<file path="src/rtl/core/etok_pkg.sv">
// ----------------------------------------------------------------------------
// etok_pkg
// Types and constants shared by the expression tokenizer modules.
// ----------------------------------------------------------------------------
package etok_pkg;

    localparam int QDEPTH = 4;
    localparam int QPTR_W = $clog2(QDEPTH);

    localparam int CHAR_W = 21;

    typedef enum logic [6:0] {
        M_IDLE  = 7'b0000001,
        M_IDENT = 7'b0000010,
        M_INT   = 7'b0000100,
        M_FLOAT = 7'b0001000,
        M_STR   = 7'b0010000,
        M_QUOTE = 7'b0100000,
        M_ERROR = 7'b1000000
    } t_mode;

    localparam logic [2:0] TY_IDENT = 3'd0;
    localparam logic [2:0] TY_INT   = 3'd1;
    localparam logic [2:0] TY_FLOAT = 3'd2;
    localparam logic [2:0] TY_STR   = 3'd3;
    localparam logic [2:0] TY_OPEN  = 3'd4;
    localparam logic [2:0] TY_CLOSE = 3'd5;
    localparam logic [2:0] TY_COMMA = 3'd6;
    localparam logic [2:0] TY_EQUAL = 3'd7;

    localparam logic [2:0] E_BAD_START = 3'd0;
    localparam logic [2:0] E_BAD_DELIM = 3'd1;
    localparam logic [2:0] E_SECOND_PT = 3'd2;
    localparam logic [2:0] E_STR_CTRL  = 3'd3;
    localparam logic [2:0] E_UNTERM    = 3'd4;

    localparam logic [CHAR_W-1:0] C_TAB        = 21'd9;
    localparam logic [CHAR_W-1:0] C_CR         = 21'd13;
    localparam logic [CHAR_W-1:0] C_SPACE      = 21'd32;
    localparam logic [CHAR_W-1:0] C_QUOTE      = 21'd39;
    localparam logic [CHAR_W-1:0] C_OPEN       = 21'd40;
    localparam logic [CHAR_W-1:0] C_CLOSE      = 21'd41;
    localparam logic [CHAR_W-1:0] C_PLUS       = 21'd43;
    localparam logic [CHAR_W-1:0] C_COMMA      = 21'd44;
    localparam logic [CHAR_W-1:0] C_MINUS      = 21'd45;
    localparam logic [CHAR_W-1:0] C_POINT      = 21'd46;
    localparam logic [CHAR_W-1:0] C_DIGIT_LO   = 21'd48;
    localparam logic [CHAR_W-1:0] C_DIGIT_HI   = 21'd57;
    localparam logic [CHAR_W-1:0] C_EQUAL      = 21'd61;
    localparam logic [CHAR_W-1:0] C_UPPER_LO   = 21'd65;
    localparam logic [CHAR_W-1:0] C_UPPER_HI   = 21'd90;
    localparam logic [CHAR_W-1:0] C_UNDERSCORE = 21'd95;
    localparam logic [CHAR_W-1:0] C_LOWER_LO   = 21'd97;
    localparam logic [CHAR_W-1:0] C_LOWER_HI   = 21'd122;
    localparam logic [CHAR_W-1:0] C_HIGH       = 21'd128;

    typedef struct packed {
        logic [2:0]        token_type;
        logic [CHAR_W-1:0] token_char;
        logic              has_char;
        logic              token_end;
        logic              error_flag;
        logic [2:0]        error_code;
        logic              run_end;
    } t_result;

    typedef struct packed {
        logic [1:0] cnt;
        t_result    r0;
        t_result    r1;
        t_mode      mode;
    } t_step;

endpackage

</file>
<file path="src/rtl/core/etok_classify.sv">
// ----------------------------------------------------------------------------
// etok_classify
// Single-step lexer logic: current mode and one character give the next mode
// and up to two result items.
// ----------------------------------------------------------------------------
module etok_classify (
    input  etok_pkg::t_mode              i_mode,
    input  logic [etok_pkg::CHAR_W-1:0]  i_char,
    input  logic                         i_eom,
    output etok_pkg::t_step              o_step
);

    function automatic logic f_is_space(input logic [etok_pkg::CHAR_W-1:0] c);
        return (c == etok_pkg::C_SPACE) || (c inside {[etok_pkg::C_TAB:etok_pkg::C_CR]});
    endfunction

    function automatic logic f_is_digit(input logic [etok_pkg::CHAR_W-1:0] c);
        return c inside {[etok_pkg::C_DIGIT_LO:etok_pkg::C_DIGIT_HI]};
    endfunction

    function automatic logic f_is_ident_start(input logic [etok_pkg::CHAR_W-1:0] c);
        return (c > etok_pkg::C_HIGH) || (c == etok_pkg::C_UNDERSCORE)
            || (c inside {[etok_pkg::C_UPPER_LO:etok_pkg::C_UPPER_HI],
                          [etok_pkg::C_LOWER_LO:etok_pkg::C_LOWER_HI]});
    endfunction

    function automatic logic f_is_delim(input logic [etok_pkg::CHAR_W-1:0] c);
        return f_is_space(c) || (c inside {etok_pkg::C_OPEN, etok_pkg::C_CLOSE,
                                           etok_pkg::C_COMMA, etok_pkg::C_EQUAL});
    endfunction

    function automatic etok_pkg::t_result f_char(input logic [2:0] ty,
                                                 input logic [etok_pkg::CHAR_W-1:0] c);
        etok_pkg::t_result r;
        r            = '0;
        r.token_type = ty;
        r.token_char = c;
        r.has_char   = 1'b1;
        return r;
    endfunction

    function automatic etok_pkg::t_result f_end(input logic [2:0] ty);
        etok_pkg::t_result r;
        r            = '0;
        r.token_type = ty;
        r.token_end  = 1'b1;
        return r;
    endfunction

    function automatic etok_pkg::t_result f_err(input logic [2:0] code);
        etok_pkg::t_result r;
        r            = '0;
        r.error_flag = 1'b1;
        r.error_code = code;
        return r;
    endfunction

    // idle handling: result lands in r0, cnt is 0 or 1
    function automatic etok_pkg::t_step f_idle(input logic [etok_pkg::CHAR_W-1:0] c);
        etok_pkg::t_step s;
        s      = '0;
        s.mode = etok_pkg::M_IDLE;
        s.cnt  = 2'd1;
        if (f_is_ident_start(c)) begin
            s.r0   = f_char(etok_pkg::TY_IDENT, c);
            s.mode = etok_pkg::M_IDENT;
        end else if (f_is_digit(c) || c == etok_pkg::C_PLUS || c == etok_pkg::C_MINUS) begin
            s.r0   = f_char(etok_pkg::TY_INT, c);
            s.mode = etok_pkg::M_INT;
        end else if (f_is_space(c)) begin
            s.cnt = 2'd0;
        end else if (c == etok_pkg::C_QUOTE) begin
            s.cnt  = 2'd0;
            s.mode = etok_pkg::M_STR;
        end else if (c == etok_pkg::C_OPEN) begin
            s.r0 = f_end(etok_pkg::TY_OPEN);
        end else if (c == etok_pkg::C_CLOSE) begin
            s.r0 = f_end(etok_pkg::TY_CLOSE);
        end else if (c == etok_pkg::C_COMMA) begin
            s.r0 = f_end(etok_pkg::TY_COMMA);
        end else if (c == etok_pkg::C_EQUAL) begin
            s.r0 = f_end(etok_pkg::TY_EQUAL);
        end else begin
            s.r0   = f_err(etok_pkg::E_BAD_START);
            s.mode = etok_pkg::M_ERROR;
        end
        return s;
    endfunction

    function automatic etok_pkg::t_step f_close(input logic [2:0] ty,
                                                input logic [etok_pkg::CHAR_W-1:0] c);
        etok_pkg::t_step s;
        etok_pkg::t_step idl;
        s   = '0;
        idl = f_idle(c);
        if (f_is_delim(c)) begin
            s.r0   = f_end(ty);
            s.r1   = idl.r0;
            s.cnt  = idl.cnt + 2'd1;
            s.mode = idl.mode;
        end else begin
            s.r0   = f_err(etok_pkg::E_BAD_DELIM);
            s.cnt  = 2'd1;
            s.mode = etok_pkg::M_ERROR;
        end
        return s;
    endfunction

    etok_pkg::t_step s;

    always_comb begin
        s      = '0;
        s.mode = i_mode;
        if (i_eom) begin
            s.mode = etok_pkg::M_IDLE;
            s.cnt  = 2'd1;
            case (i_mode)
                etok_pkg::M_IDENT: s.r0 = f_end(etok_pkg::TY_IDENT);
                etok_pkg::M_INT:   s.r0 = f_end(etok_pkg::TY_INT);
                etok_pkg::M_FLOAT: s.r0 = f_end(etok_pkg::TY_FLOAT);
                etok_pkg::M_QUOTE: s.r0 = f_end(etok_pkg::TY_STR);
                etok_pkg::M_STR:   s.r0 = f_err(etok_pkg::E_UNTERM);
                default:           s.cnt = 2'd0;
            endcase
        end else begin
            case (i_mode)
                etok_pkg::M_IDLE: begin
                    s = f_idle(i_char);
                end
                etok_pkg::M_IDENT: begin
                    if (f_is_ident_start(i_char) || f_is_digit(i_char)) begin
                        s.r0  = f_char(etok_pkg::TY_IDENT, i_char);
                        s.cnt = 2'd1;
                    end else begin
                        s = f_close(etok_pkg::TY_IDENT, i_char);
                    end
                end
                etok_pkg::M_INT: begin
                    if (f_is_digit(i_char)) begin
                        s.r0  = f_char(etok_pkg::TY_INT, i_char);
                        s.cnt = 2'd1;
                    end else if (i_char == etok_pkg::C_POINT) begin
                        s.r0   = f_char(etok_pkg::TY_FLOAT, i_char);
                        s.cnt  = 2'd1;
                        s.mode = etok_pkg::M_FLOAT;
                    end else begin
                        s = f_close(etok_pkg::TY_INT, i_char);
                    end
                end
                etok_pkg::M_FLOAT: begin
                    if (f_is_digit(i_char)) begin
                        s.r0  = f_char(etok_pkg::TY_FLOAT, i_char);
                        s.cnt = 2'd1;
                    end else if (i_char == etok_pkg::C_POINT) begin
                        s.r0   = f_err(etok_pkg::E_SECOND_PT);
                        s.cnt  = 2'd1;
                        s.mode = etok_pkg::M_ERROR;
                    end else begin
                        s = f_close(etok_pkg::TY_FLOAT, i_char);
                    end
                end
                etok_pkg::M_STR: begin
                    if (i_char == etok_pkg::C_QUOTE) begin
                        s.mode = etok_pkg::M_QUOTE;
                    end else if (i_char < etok_pkg::C_SPACE) begin
                        s.r0   = f_err(etok_pkg::E_STR_CTRL);
                        s.cnt  = 2'd1;
                        s.mode = etok_pkg::M_ERROR;
                    end else begin
                        s.r0  = f_char(etok_pkg::TY_STR, i_char);
                        s.cnt = 2'd1;
                    end
                end
                etok_pkg::M_QUOTE: begin
                    if (i_char == etok_pkg::C_QUOTE) begin
                        s.r0   = f_char(etok_pkg::TY_STR, i_char);
                        s.cnt  = 2'd1;
                        s.mode = etok_pkg::M_STR;
                    end else begin
                        s = f_close(etok_pkg::TY_STR, i_char);
                    end
                end
                default: begin
                    s.mode = etok_pkg::M_ERROR;
                end
            endcase
        end
    end

    always_comb begin
        o_step = s;
        if (s.cnt == 2'd1) begin
            o_step.r0.run_end = 1'b1;
        end
        if (s.cnt == 2'd2) begin
            o_step.r1.run_end = 1'b1;
        end
    end

endmodule

</file>
<file path="src/rtl/core/etok_out_queue.sv">
// ----------------------------------------------------------------------------
// etok_out_queue
// Small result queue: takes up to two results per cycle, delivers one while i_ready is high.
// ----------------------------------------------------------------------------
module etok_out_queue (
    input  logic                i_clk,
    input  logic                i_rst_n,
    input  logic                i_push,
    input  etok_pkg::t_step     i_step,
    output logic                o_space,
    output logic                o_valid,
    input  logic                i_ready,
    output etok_pkg::t_result   o_item
);

    etok_pkg::t_result              r_mem [etok_pkg::QDEPTH];
    logic [etok_pkg::QPTR_W-1:0]    r_head;
    logic [etok_pkg::QPTR_W-1:0]    r_tail;
    logic [etok_pkg::QPTR_W:0]      r_count;
    logic [etok_pkg::QPTR_W:0]      n_count;
    logic [etok_pkg::QPTR_W-1:0]    n_tail;
    logic [etok_pkg::QPTR_W:0]      push_cnt;
    logic                           pop;

    assign pop      = o_valid && i_ready;
    assign push_cnt = i_push ? (etok_pkg::QPTR_W+1)'(i_step.cnt) : '0;
    assign n_count  = r_count + push_cnt - (etok_pkg::QPTR_W+1)'(pop);
    assign n_tail   = r_tail + push_cnt[etok_pkg::QPTR_W-1:0];
    assign o_space  = r_count <= (etok_pkg::QPTR_W+1)'(etok_pkg::QDEPTH - 2);
    assign o_valid  = r_count != '0;
    assign o_item   = r_mem[r_head];

    always_ff @(posedge i_clk) begin
        if (i_push && i_step.cnt != 2'd0) begin
            r_mem[r_tail] <= i_step.r0;
        end
        if (i_push && i_step.cnt == 2'd2) begin
            r_mem[r_tail + etok_pkg::QPTR_W'(1)] <= i_step.r1;
        end
    end

    always_ff @(posedge i_clk) begin
        if (!i_rst_n) begin
            r_head  <= '0;
            r_tail  <= '0;
            r_count <= '0;
        end else begin
            r_tail  <= n_tail;
            r_count <= n_count;
            if (pop) begin
                r_head <= r_head + etok_pkg::QPTR_W'(1);
            end
        end
    end

endmodule

</file>
<file path="src/rtl/core/expression_tokenizer.sv">
// ----------------------------------------------------------------------------
// expression_tokenizer
// Streaming lexer for expressions: identifiers, numbers, quoted strings and
// bracket, comma and equal tokens.
// ----------------------------------------------------------------------------
// Each character transfer on the slave side is registered, then lexed against
// the mode register, and its zero, one or two results enter a four-entry
// output queue. A new character is taken every cycle while the queue has room
// for two results, so the sustained rate is one character per cycle whenever
// each character yields at most one result and the master side is ready; a
// character that ends a word token and is itself a bracket, comma or equal
// yields two results, and the master side then drains them one at a time.
// A result reaches the master side through the input register and the output
// queue. tlast on the slave side marks the end of a message; tlast on the
// master side marks the last result of a character.
module expression_tokenizer (
    input  logic        i_clk,
    input  logic        i_rst_n,
    input  logic        i_s_axis_tvalid,
    output logic        o_s_axis_tready,
    input  logic [23:0] i_s_axis_tdata,   // [20:0] char_code
    input  logic        i_s_axis_tlast,   // end_of_message
    output logic        o_m_axis_tvalid,
    input  logic        i_m_axis_tready,
    // [20:0] token_char, [21] has_char, [22] token_end, [23] error_flag,
    // [26:24] error_code
    output logic [31:0] o_m_axis_tdata,
    output logic [2:0]  o_m_axis_tuser,   // [2:0] token_type
    output logic        o_m_axis_tlast    // run_end
);

    logic                          r_in_valid;
    logic [etok_pkg::CHAR_W-1:0]   r_in_char;
    logic                          r_in_eom;
    etok_pkg::t_mode               r_mode;
    etok_pkg::t_step               step;
    etok_pkg::t_result             item;
    logic                          space;
    logic                          adv;

    assign adv             = r_in_valid && space;
    assign o_s_axis_tready = !r_in_valid || adv;

    always_ff @(posedge i_clk) begin
        if (i_s_axis_tvalid && o_s_axis_tready) begin
            r_in_char <= i_s_axis_tdata[etok_pkg::CHAR_W-1:0];
            r_in_eom  <= i_s_axis_tlast;
        end
    end

    always_ff @(posedge i_clk) begin
        if (!i_rst_n) begin
            r_in_valid <= 1'b0;
            r_mode     <= etok_pkg::M_IDLE;
        end else begin
            if (o_s_axis_tready) begin
                r_in_valid <= i_s_axis_tvalid;
            end
            if (adv) begin
                r_mode <= step.mode;
            end
        end
    end

    etok_classify u_classify (
        .i_mode (r_mode),
        .i_char (r_in_char),
        .i_eom  (r_in_eom),
        .o_step (step)
    );

    etok_out_queue u_queue (
        .i_clk   (i_clk),
        .i_rst_n (i_rst_n),
        .i_push  (adv),
        .i_step  (step),
        .o_space (space),
        .o_valid (o_m_axis_tvalid),
        .i_ready (i_m_axis_tready),
        .o_item  (item)
    );

    assign o_m_axis_tdata = {5'd0, item.error_code, item.error_flag, item.token_end,
                             item.has_char, item.token_char};
    assign o_m_axis_tuser = item.token_type;
    assign o_m_axis_tlast = item.run_end;

endmodule

</file>
<file path="config.mk">
export PLATFORM = sky130hd
export DESIGN_NAME = expression_tokenizer
export DESIGN_NICKNAME = d
export VERILOG_FILES = /design/src/rtl/core/etok_pkg.sv /design/src/rtl/core/etok_classify.sv /design/src/rtl/core/etok_out_queue.sv /design/src/rtl/core/expression_tokenizer.sv
export SDC_FILE = /design/constraint.sdc
export NUM_CORES = 1
export LEC_CHECK = 0
export BUFFER_PORTS_ARGS = -buffer_cell sky130_fd_sc_hd__buf_2
export CAP_MARGIN = 10
export CELL_PAD_IN_SITES_DETAIL_PLACEMENT = 1
export CELL_PAD_IN_SITES_GLOBAL_PLACEMENT = 2
export CORE_ASPECT_RATIO = 1.75
export CORE_MARGIN = 2
export CORE_UTILIZATION = 45
export CTS_CLUSTER_DIAMETER = 50
export DETAILED_ROUTE_END_ITERATION = 10
export GPL_ROUTABILITY_DRIVEN = 0
export PLACE_DENSITY = 0.94
export RECOVER_POWER = 100
export SLEW_MARGIN = 20
export SYNTH_ARGS = -nofsm -noshare
export SYNTH_HDL_FRONTEND = slang
export SYNTH_SLANG_ARGS = --single-unit
export TNS_END_PERCENT = 50
</file>
<file path="constraint.sdc">
create_clock -name i_clk -period 7.8 [get_ports i_clk]
set_input_delay 0.78 -clock i_clk [delete_from_list [all_inputs] [get_ports i_clk]]
set_output_delay 0.78 -clock i_clk [all_outputs]
set_load 0.05 [all_outputs]
</file>
==> metrics.yaml, run 1 <==
floorplanning:
  core_um2: 17900
  die_area_um2: 19300
  io_pins: 67
  die_x_um: 106
  initial_core_util_pct: 45.7
  die_y_um: 182
  row_count: 65
sta:
  setup_viol: 0
  fin_skew_ns: 0.0125
  max_freq_mhz: 176
  whs_ns: 0.472
  fin_tns_setup_ns: 0
  worst_pin_slew_ns: 2.86
  fin_crit_ns: 5.69
  slew_headroom_pct: -90.8
  min_period_over_period_pct: 72.9
  grt_setup_unrepaired: "no"
  final_hold_viol_count: 0
  slew_viol_final: 93
global_routing:
  overflow: 0
  track_usage_pct: 24.4
  grt_max_degree: 98
  first_global_vias: 6223
  antenna_found_initial: 0
  grt_first_pass_wirelength_um: 35500
placed_design:
  io_buffers: 58
  hpwl_um: 14700
yosys:
  ys_types: 71
  synthTopCellsByArea: "edfxtp_1, mux4_2, dfxtp_1"
  synthesis.area_um2: 8190
  synth_edf_count: 134
  synthCells: 644
  synth_top_area_share_pct: 49.2
  synthArstFlopShare_pct: 0
  ys_warn_count: 0
  synthFlopType: "edfxtp_1"
  yosys_register_bits: 163
  yosysTopAreaCell: "edfxtp_1"
  synth.avg_cell_area_um2: 12.7
  seq_area_frac_synth_pct: 56.3
worst_setup_path:
  critPathBufInv: 1
  start_kind: "register"
  cp_top_family: "simple AND/OR/NAND/NOR gates"
  r2r-start: "r_in_char[1]"
  max_stage_delay_ns: 1.81
  worstPathRequired_ns: 7.98
  path_cells: "or4_1 -> or4_2 -> a21oi_1 -> a31oi_1 -> nor4_1 -> a2111oi_4 -> clkbuf_1 -> and3_1"
  critPathKind: "register to register"
  crit_slowest_cell: "nor4_1"
  cp.arrival_ns: 5.87
  path_max_fanout: 20
  crit_path_start: "r_in_char[1]"
  critPathCaptureType: "register"
cts:
  clk_pin_slew_ns: 0.06
  cts_buffers: 17
  worstSkewPairLatency_ns: 0.44
  postCtsHoldBufs: 0
  clk_path_buf_depth: 2
  cts_setup_buffers: 0
  cts_tree: "built"
  cts_htree_levels: 4
  post_cts_resize_count: 0
  root_buffer: "clkbuf_16"
  clock-sinks: 163
hold_path:
  worstHoldStart: "u_queue.r_mem[1][1]"
  hold_path_class: "register to register"
routing:
  viasPerCell: 6.17
  first_pass_iters: 5
  vias: 5768
  avgRoutedWirePerCell_um: 24.4
  drcViolationCount: 0
  ant_nets: 0
  drtIter0Drc: 447
  wl_um: 22800
power:
  peakVddDrop_uv: 229
  p_leak_uw: 0.00336
  power_density_nw_per_um2: 272
final_layout:
  fill_cells: 1881
  drive_gt1_share_pct: 14.8
  synthToLayoutAreaGrowth_pct: 11.1
  mostFrequentLayoutCell: "edfxtp_1"
  multi_input_area_um2: 3230
  fin_nets: 722
  antenna_cells: 0
  register_area_um2: 4610
  final_cell_mix: "edfxtp_1, and3_1, clkbuf_1, nand2_1, mux4_2"
flow_run:
  cap_violations: 4
run_status:
  outcome: "complete, but fails checks"
  failed_checks: "max-capacitance violations, max-slew violations"
==> routing by layer <==
layer | wire (um) | GRT usage [%]
met2 | 12500 | 44.9
met1 | 8530 | 27.3
met3 | 879 | 3.79
met4 | 866 | 11.7
met5 | 0 | 0
==> worst paths after layout <==
check	end	slack, ns	depth (start not counted)
setup reg to reg	u_queue.r_mem[1][25]	2.11	8
setup / recovery	u_queue.r_mem[1][25]	2.11	8
hold reg to reg	u_queue.r_mem[1][1]	0.47	2
hold / removal	u_queue.r_mem[1][1]	0.47	2
==> registers in the layout, summed over array words and instances, names as in the netlist, named ones only <==
register         cells
u_queue.r_mem      124
r_in_char           21
u_queue.r_count      3
r_in_valid           1
r_in_eom             1
r_mode               7
u_queue.r_tail       2
u_queue.r_head       2
==> cell families (layout without fill, tap and decap cells) <==
| group | Yosys count | in the layout | synth area share [%] |
|---|---|---|---|
| AOI/OAI and AO/OA | 98 | 98 | 9.31 |
| and+or+nand+nor | 256 | 256 | 18.3 |
| adders and majority gates | 5 | 5 | 0.856 |
| buffers and inverters | 65 | 118 | 3.87 |
| muxes | 45 | 45 | 10.2 |
| other | 1 | 5 | 0.0458 |
| DFF | 163 | 163 | 56.3 |
| xor gates and xnor gates | 11 | 11 | 1.18 |
==> through the flow <==
step	cell area [um2]	utilization, %	power, uW	cells	setup slack, ns
2_1_floorplan	8200	-	1530	648	4.22
3_3_place_gp	8640	48.3	1640	902	3.66
3_5_place_dp	8640	48.3	1660	902	3.55
4_1_cts	9240	51.7	2510	934	3.48
5_1_grt	9100	50.8	2570	935	1.77
6_report	9100	50.8	2480	935	2.11
==> Yosys cell counts, types with 6 or more instances <==
master	number
or4_1	7
a21oi_1	9
mux2i_1	14
o22ai_1	11
mux4_2	31
o21ai_0	25
nand2_1	42
inv_1	12
nor4_1	10
clkbuf_1	31
nand2b_1	7
and2_1	12
xnor2_1	6
and3_1	81
dfxtp_1	29
nor2_1	29
edfxtp_1	134
buf_6	6
buf_2	7
nand3_1	6
nor2b_1	8
nor3_1	17
==> power breakdown <==
group	total [uW]	internal, uW	switching (uW)
combinational	606	185	421
clock	849	481	368
sequential	1020	978	45.0
==> worst reg2reg max path, stage by stage (launching register included) <==
cell and delay, ns:
edfxtp_1 0.60, or4_1 0.62, or4_2 0.62, a21oi_1 0.49, a31oi_1 0.27, nor4_1 1.81
a2111oi_4 0.10, clkbuf_1 0.53, and3_1 0.40
==> area by class of cell <==
cell class | count | area share (%)
sequential | 163 | 50.6
multi-input combinational | 420 | 35.5
clock buffer | 17 | 4.68
timing repair buffer | 74 | 3.60
tap | 234 | 3.22
clock inverter | 15 | 1.90
inverter | 12 | 0.495
Note: power is estimated with default switching activity, not from simulation.
==> run 2, diff against run 1 <==
Settings changed: ABC_AREA set to 1, CORE_UTILIZATION 45 to 37, PLACE_DENSITY 0.94 to 0.88.
Clock period 7.8 ns to 5.8 ns, I/O delays scaled along.
==> metrics.yaml, run 2 <==
global_routing:
  track_usage_pct: 21.5
  grt_max_degree: 64
  first_global_vias: 7273
  overflow: 0
  antenna_found_initial: 0
  grt_first_pass_wirelength_um: 39800
floorplanning:
  core_um2: 22700
  io_pins: 67
  die_y_um: 204
  row_count: 73
  die_area_um2: 24200
  die_x_um: 118
  initial_core_util_pct: 37.5
yosys:
  ys_warn_count: 0
  synth.avg_cell_area_um2: 8.81
  synthesis.area_um2: 8480
  synth_top_area_share_pct: 47.4
  synthTopCellsByArea: "edfxtp_1, nor2_1, dfxtp_1"
  ys_types: 42
  synthFlopType: "edfxtp_1"
  synthTopCellsByCount: "nor2_1, nand2_1, edfxtp_1"
  yosys_register_bits: 163
  yosysTopAreaCell: "edfxtp_1"
  synthCells: 963
  synthArstFlopShare_pct: 0
  synth_edf_count: 134
  synth.most_common_cell: "nor2_1"
  seq_area_frac_synth_pct: 54.3
final_layout:
  regMostFlops: "u_queue.r_mem"
  largest_register_ffs: 124
  postLayoutCellArea_um2: 9410
  top_regs: "u_queue.r_mem: 124 flops, r_in_char: 21 flops, r_mode: 7 flops"
  fin_nets: 1038
  final_util_pct: 41.5
  drive_gt1_share_pct: 11.4
  antenna_cells: 0
  synthToLayoutAreaGrowth_pct: 10.9
  mostFrequentLayoutCell: "nor2_1"
  final_cell_mix: "nor2_1, nand2_1, edfxtp_1, o21ai_0, nand3_1"
power:
  p_clk_share_pct: 31.2
  pwr-share-seq_pct: 38.3
  net-switching-power_uw: 1380
  power_density_nw_per_um2: 374
  p_int_uw: 2130
  peakVddDrop_uv: 183
  p_leak_uw: 0.00387
  pwr-share-comb_pct: 30.5
  swShare_pct: 39.3
worst_setup_path:
  critPathCaptureType: "register"
  critPathKind: "register to register"
  start_kind: "register"
  path_max_fanout: 21
  reg2reg_depth: 14
  worstPathRequired_ns: 5.96
  cp.arrival_ns: 4.56
routing:
  first_pass_iters: 4
  drcViolationCount: 0
  drtIter0Drc: 443
  avgRoutedWirePerCell_um: 19.1
  viasPerCell: 5.21
  vias: 6861
  ant_nets: 0
  wl_um: 25200
sta:
  grt_setup_unrepaired: "no"
  min_period_over_period_pct: 75.8
  fin_skew_ns: 0.00754
  setup_viol: 0
  fin_crit_ns: 4.40
  whs_ns: 0.315
  slew_headroom_pct: -16.5
  slew_viol_final: 23
  fin_tns_setup_ns: 0
  max_freq_mhz: 227
  worst_pin_slew_ns: 1.75
  final_hold_viol_count: 0
cts:
  cts_setup_buffers: 0
  clk_pin_slew_ns: 0.07
  worstSkewPairLatency_ns: 0.44
  root_buffer: "clkbuf_16"
  post_cts_resize_count: 0
  cts_buffers: 17
  clk_path_buf_depth: 2
  cts_tree: "built"
  postCtsHoldBufs: 0
  clock-sinks: 163
  cts_htree_levels: 4
hold_path:
  hold_path_class: "input port to register"
  hold_depth: 1
run_status:
  outcome: "complete, but fails checks"
  failed_checks: "max-capacitance violations, max-slew violations"
placed_design:
  postPlaceCellArea_um2: 8930
  hpwl_um: 17500
  io_buffers: 58
flow_run:
  cap_violations: 1
run 2: cell type report:
| class | count | area [um2] |
|---|---|---|
| timing repair buffer | 64 | 285 |
| inverter | 86 | 325 |
| fill | 2789 | 13200 |
| clock inverter | 12 | 104 |
| clock buffer | 20 | 467 |
| sequential | 163 | 4610 |
| tap | 300 | 375 |
| multi-input combinational | 672 | 3250 |
run 2: worst paths after layout:
path                                           from             endpoint  slack (ns)
worst max-delay path                  r_in_char[17]  u_queue.r_mem[0][8]        1.40
worst min-delay path              i_s_axis_tdata[6]         r_in_char[6]        0.32
worst max register to register        r_in_char[17]  u_queue.r_mem[0][8]        1.40
worst min register to register  u_queue.r_mem[1][3]  u_queue.r_mem[1][3]        0.46
run 2: cells by family (layout without fill, tap and decap cells):
| group | count (synthesis) | after routing | share of synthesized area [%] |
|---|---|---|---|
| buffers and inverters | 132 | 182 | 7.29 |
| adders and majority gates | 5 | 5 | 0.826 |
| DFF | 163 | 163 | 54.3 |
| other | 1 | 5 | 0.0442 |
| and+or+nand+nor | 512 | 512 | 27.9 |
| AOI/OAI and AO/OA | 147 | 147 | 9.37 |
| xor gates and xnor gates | 3 | 3 | 0.310 |
run 2: metrics by stage:
step                      std cells  total power (uW)  setup slack, ns
after floorplan                 967              2200             3.07
after global placement         1285              2470             2.21
after detailed placement       1285              2480             2.18
after CTS                      1317              3570             2.17
after global routing           1317              3660            0.977
final                          1317              3520             1.40
run 2: critical path: stages (launching register included):
cell and delay, ns:
edfxtp_1 0.42, nor2_1 0.36, nand2_1 0.28, nor2_1 0.75
nand3_1 0.39, nand2_1 0.24, inv_1 0.09, o21ai_0 0.26
o21ai_0 0.29, nor2_1 0.19, nand3_1 0.09, nand2_1 0.10
inv_1 0.18, nand3_4 0.35, nor2_1 0.12
run 2: layer usage:
layer / global-route usage [%] / share of wire [%] / up-vias
met5: 0 / 0 / -
met4: 10.8 / 4.2 / 0
met3: 3.91 / 2.7 / 47
met2: 42.0 / 57 / 118
met1: 21.4 / 36 / 3378
li1: - / - / 3318
run 2: power by group through the flow:
stage | combinational (uW) | clock, uW | sequential (uW)
2_1_floorplan | 846 | 0 | 1350
3_3_place_gp | 1100 | 0 | 1370
3_5_place_dp | 1110 | 0 | 1370
4_1_cts | 1120 | 1110 | 1350
5_1_grt | 1160 | 1150 | 1350
6_report | 1070 | 1100 | 1340
